--- config.mk ---
export PLATFORM = sky130hd
export DESIGN_NAME = nsts_out_buf
export DESIGN_NICKNAME = d
export VERILOG_FILES = /design/src/rtl/nsts_pkg.sv /design/src/rtl/nsts_out_buf.sv
export SDC_FILE = /design/constraint.sdc
export NUM_CORES = 1
export LEC_CHECK = 0
export BUFFER_PORTS_ARGS = -buffer_cell sky130_fd_sc_hd__buf_2
export CORE_UTILIZATION = 55
export CTS_BUF_LIST = sky130_fd_sc_hd__clkbuf_8 sky130_fd_sc_hd__clkbuf_16
export CTS_CLUSTER_SIZE = 30
export DETAILED_ROUTE_END_ITERATION = 7
export HOLD_SLACK_MARGIN = 0.05
export PLACE_DENSITY = 0.93
export SYNTH_ARGS = -nofsm -noshare
export SYNTH_HDL_FRONTEND = slang
export SYNTH_SLANG_ARGS = --single-unit
--- constraint.sdc ---
create_clock -name clock -period 15.1 [get_ports clock]
set_clock_uncertainty 0.05 [all_clocks]
set_input_delay 3.02 -clock clock [delete_from_list [all_inputs] [get_ports clock]]
set_output_delay 3.02 -clock clock [all_outputs]
set_load 0.05 [all_outputs]
--- src/rtl/nsts_pkg.sv ---
package nsts_pkg;

   // song memory geometry
   localparam int SONG_DEPTH = 256;
   localparam int IDX_W      = $clog2(SONG_DEPTH);
   localparam logic [IDX_W-1:0] IDX_LAST = IDX_W'(SONG_DEPTH - 1);

   // millisecond counters
   localparam int MS_W = 18;
   localparam logic [MS_W-1:0] MS_MAX = {MS_W{1'b1}};

   // register reset values
   localparam logic [23:0] BEAT_RESET = 24'd128000;
   localparam logic [7:0]  VOL_RESET  = 8'd255;
   localparam logic [31:0] PITCH_C0   = 32'd4186;
   localparam logic [31:0] PITCH_SAT  = 32'hFFFF_FFFF;

   // note codes inside a note word
   localparam logic [3:0] CODE_REST = 4'd12;
   localparam logic [3:0] CODE_BUZZ = 4'd13;
   localparam logic [3:0] CODE_END  = 4'd14;

   typedef enum logic [1:0] {
      FUNC_TICK  = 2'd0,
      FUNC_LOAD  = 2'd1,
      FUNC_START = 2'd2,
      FUNC_STOP  = 2'd3
   } func_type;

   typedef enum logic [1:0] {
      CSR_BEAT = 2'd0,
      CSR_GAP  = 2'd1,
      CSR_LOOP = 2'd2,
      CSR_VOL  = 2'd3
   } csr_type;

   typedef enum logic [1:0] {
      KIND_TONE = 2'd0,
      KIND_REST = 2'd1,
      KIND_BUZZ = 2'd2
   } kind_type;

   typedef struct packed {
      kind_type         kind;
      logic [31:0]      pitch_q8;
      logic [MS_W-1:0]  sound_ms;
      logic [MS_W-1:0]  note_ms;
      logic [7:0]       level;
   } rsp_type;

   // octave zero frequencies, hz in q8, c up to b
   function automatic logic [12:0] semitone_q8(input logic [3:0] semi);
      logic [12:0] val;
      case (semi)
         4'd0:    val = 13'd4186;
         4'd1:    val = 13'd4434;
         4'd2:    val = 13'd4698;
         4'd3:    val = 13'd4978;
         4'd4:    val = 13'd5274;
         4'd5:    val = 13'd5587;
         4'd6:    val = 13'd5919;
         4'd7:    val = 13'd6271;
         4'd8:    val = 13'd6644;
         4'd9:    val = 13'd7039;
         4'd10:   val = 13'd7458;
         4'd11:   val = 13'd7901;
         default: val = 13'd0;
      endcase
      return val;
   endfunction

endpackage

--- src/rtl/nsts_out_buf.sv ---
module nsts_out_buf
   import nsts_pkg::*;
(
   input  logic    clock,
   input  logic    reset,
   input  logic    in_valid,
   input  rsp_type in_data,
   output logic    in_ready,
   output logic    out_valid,
   input  logic    out_ready,
   output rsp_type out_data
);

   logic    out_valid_ff, out_valid_in;
   logic    skid_valid_ff, skid_valid_in;
   rsp_type out_data_ff, out_data_in;
   rsp_type skid_data_ff, skid_data_in;

   always_comb begin
      out_valid_in  = out_valid_ff;
      out_data_in   = out_data_ff;
      skid_valid_in = skid_valid_ff;
      skid_data_in  = skid_data_ff;
      if (!out_valid_ff || out_ready) begin
         if (skid_valid_ff) begin
            out_valid_in  = 1'b1;
            out_data_in   = skid_data_ff;
            skid_valid_in = in_valid;
            skid_data_in  = in_data;
         end else begin
            out_valid_in  = in_valid;
            out_data_in   = in_data;
         end
      end else if (in_valid) begin
         skid_valid_in = 1'b1;
         skid_data_in  = in_data;
      end
   end

   always_ff @(posedge clock) begin
      if (reset) begin
         out_valid_ff  <= 1'b0;
         skid_valid_ff <= 1'b0;
      end else begin
         out_valid_ff  <= out_valid_in;
         skid_valid_ff <= skid_valid_in;
      end
      out_data_ff  <= out_data_in;
      skid_data_ff <= skid_data_in;
   end

   assign in_ready  = !skid_valid_ff;
   assign out_valid = out_valid_ff;
   assign out_data  = out_data_ff;

   a_skid_behind_out: assert property (@(posedge clock) disable iff (reset)
      skid_valid_ff |-> out_valid_ff)
      else $error("skid entry held with empty output register");

   a_stall_fills_skid: assert property (@(posedge clock) disable iff (reset)
      (in_valid && out_valid_ff && !out_ready && !skid_valid_ff) |=> skid_valid_ff)
      else $error("result dropped while output stalled");

   a_out_holds: assert property (@(posedge clock) disable iff (reset)
      (out_valid_ff && !out_ready) |=> (out_valid_ff && out_data_ff == $past(out_data_ff)))
      else $error("output changed while stalled");

endmodule

==> flow_summary.ini <==
[clock_network]
htree_levels = 4
postCtsSetupBuffers = 0
cts.sinks = 158
cts.path.max_buffers = 2
cts.reportedPaths.clkPinSlew_ns = 0.06
cts_buffers = 17
root_buffer = clkbuf_8
cts_resized = 0
clk-insertion-delay-late_ns = 0.51
ctsHoldBuffers = 0
cts_tree = yes

[sta]
layout_min_cycle_time_ns = 4.88
max-slew-margin-rel = 0.236
slew_violations = 0
max_freq_ghz = 0.205
worst_slack_ns = 10.22
setup_tns_ns = 0
worst_pin_slew_ns = 1.14
fin_crit_sh = 0.323
rsz0062_at_grt = no
setup_viol = 0
finalHoldViolCount = 0

[yosys]
syn-num-nets = 337
syn-instance-count = 255
yosys_warnings = 0
ys_seq_area_frac = 0.773
syn_area_per_cell_um2 = 24.0
netlist_area_um2 = 6110
synth_seq_cells = 158
synthDistinctLibCells = 13

[floorplanning]
die-area_um2 = 11500
die_x_um = 107
core_area_um2 = 10800
ios = 162
rows = 38
die_h_um = 107
start_util = 0.564

[final_layout]
drive_above_1_share = 0.618
fillerInstances = 705
antenna_cells = 0
area_delta_synth_final_pct = 24.3
nets = 511

[global_route]
use_met1 = 0.251
busiest_layer = met2
grt_use_met3 = 0.0551
grt_max_degree = 80
track_usage = 0.183
grt_pass1_wl_mm = 15.4
use_met2 = 0.279
antenna_found_initial = 0
grt_pass1_vias = 2923
grt_overflow_total = 0

[power]
powerDensity_nw_per_um2 = 145
p_total_uw = 1100
peakVddDrop_v = 0.0000705
p_leak_uw = 0.00307

[detailed_routing]
num_vias = 2900
drtIter0Drc = 86
drc_errors = 0
vias_per_cell = 4.98
wl_mm = 10.2
firstDrtPassIters = 4
wl_per_cell_um = 17.4
ant_nets = 0

[worst_setup_path]
crit_path_cell_trace = inv_1, buf_2
critPathKind = reg2out
crit_path_top_delay_cell = dfxtp_4
cp_data_arrival_time_ns = 1.81
crit_required_ns = 12.03
max_stage_delay_ns = 0.83
endpoint_kind = output pin
crit_path_max_fanout = 42
startpoint_type = flip-flop

[place]
place_congestion = 0.666
portBuffers = 161
hpwl_mm = 6.68
dp_slack_ns = 9.73

[flow_run]
maxCapViolCount = 0

[status]
outcome = complete, no violations

[hold_path]
hold_path_class = reg2reg
-- layout make-up --
cell class              instances  area (um2)  area share
inverters                       2        8.76     0.00115
repair buffers                164         828       0.109
clock inverters                12         179      0.0236
multi-input cells              86        1220       0.160
flip-flops and latches        158        4730       0.623
well taps                     140         175      0.0231
clock buffers                  20         455      0.0600
-- state kept, by name, indices dropped and copies added (netlist names) --
register and flops:
out_data 78, out_valid 1, skid_data_ff 78, skid_valid_ff 1
-- through the flow --
stage                     hold slack [ns]  std cells  utilization  cell area [um2]
final                               0.490        582        0.700             7590
after global routing                0.503        582        0.700             7590
after CTS                           0.498        582        0.700             7590
after detailed placement            0.484        550        0.642             6960
after global placement              0.480        550        0.642             6960
after floorplan                     0.473        255            -             6110
-- layer usage --
layer / share of wire / vias to the layer above
met5: 0 / -
met4: 0.010 / 0
met3: 0.066 / 11
met2: 0.48 / 116
met1: 0.44 / 1410
li1: - / 1363
-- logic make-up (layout without fill, tap and decap cells) --
family | count (synthesis) | in the layout | synth area share
compound gates | 4 | 4 | 0.00389
buf+inv | 11 | 198 | 0.0293
flops | 158 | 158 | 0.773
mux | 78 | 78 | 0.190
simple gates | 4 | 4 | 0.00307
-- cell usage in the layout, fill, tap and decap left out --
cell / instances
a21oi_1: 2
and2b_1: 1
buf_2: 161
buf_4: 3
bufinv_16: 5
clkbuf_16: 16
clkbuf_8: 4
clkinv_2: 3
dfxtp_1: 1
dfxtp_4: 1
edfxtp_1: 156
inv_1: 6
mux2_2: 2
mux2_4: 76
nand2_1: 2
nor2_1: 1
o21ai_2: 1
o21ai_4: 1
-- worst paths after layout --
kind	from	end	slack [ns]	depth (start not counted)
setup / recovery	skid_valid_ff	in_ready	10.22	2
hold / removal	skid_data_ff[52]	out_data[52]	0.49	1
setup reg to reg	skid_valid_ff	skid_data_ff[41]	12.04	3
hold reg to reg	skid_data_ff[52]	out_data[52]	0.49	1
-- worst max-delay path: cells and delay by family, from the launching register on --
family,cells,cell delay (ns)
buffers and inverters,2,0.47
DFF,1,0.83
-- cell usage after synthesis --
library cell,n,area (um2)
inv_1,2,7.51
mux2_4,76,1140
o21ai_2,1,8.76
dfxtp_1,2,40.0
o21ai_1,1,5.00
buf_6,1,11.3
nor2_1,1,3.75
buf_12,8,160
and2b_1,1,7.51
nand2_1,2,7.51
edfxtp_1,156,4680
mux2_2,2,22.5
a21oi_1,2,10.0
-- power breakdown --
part           total [uW]  internal (uW)  switching [uW]
combinational         130           39.5            90.6
clock                 450            295             155
sequential            522            514            8.46
(Power assumes the default switching activity.)
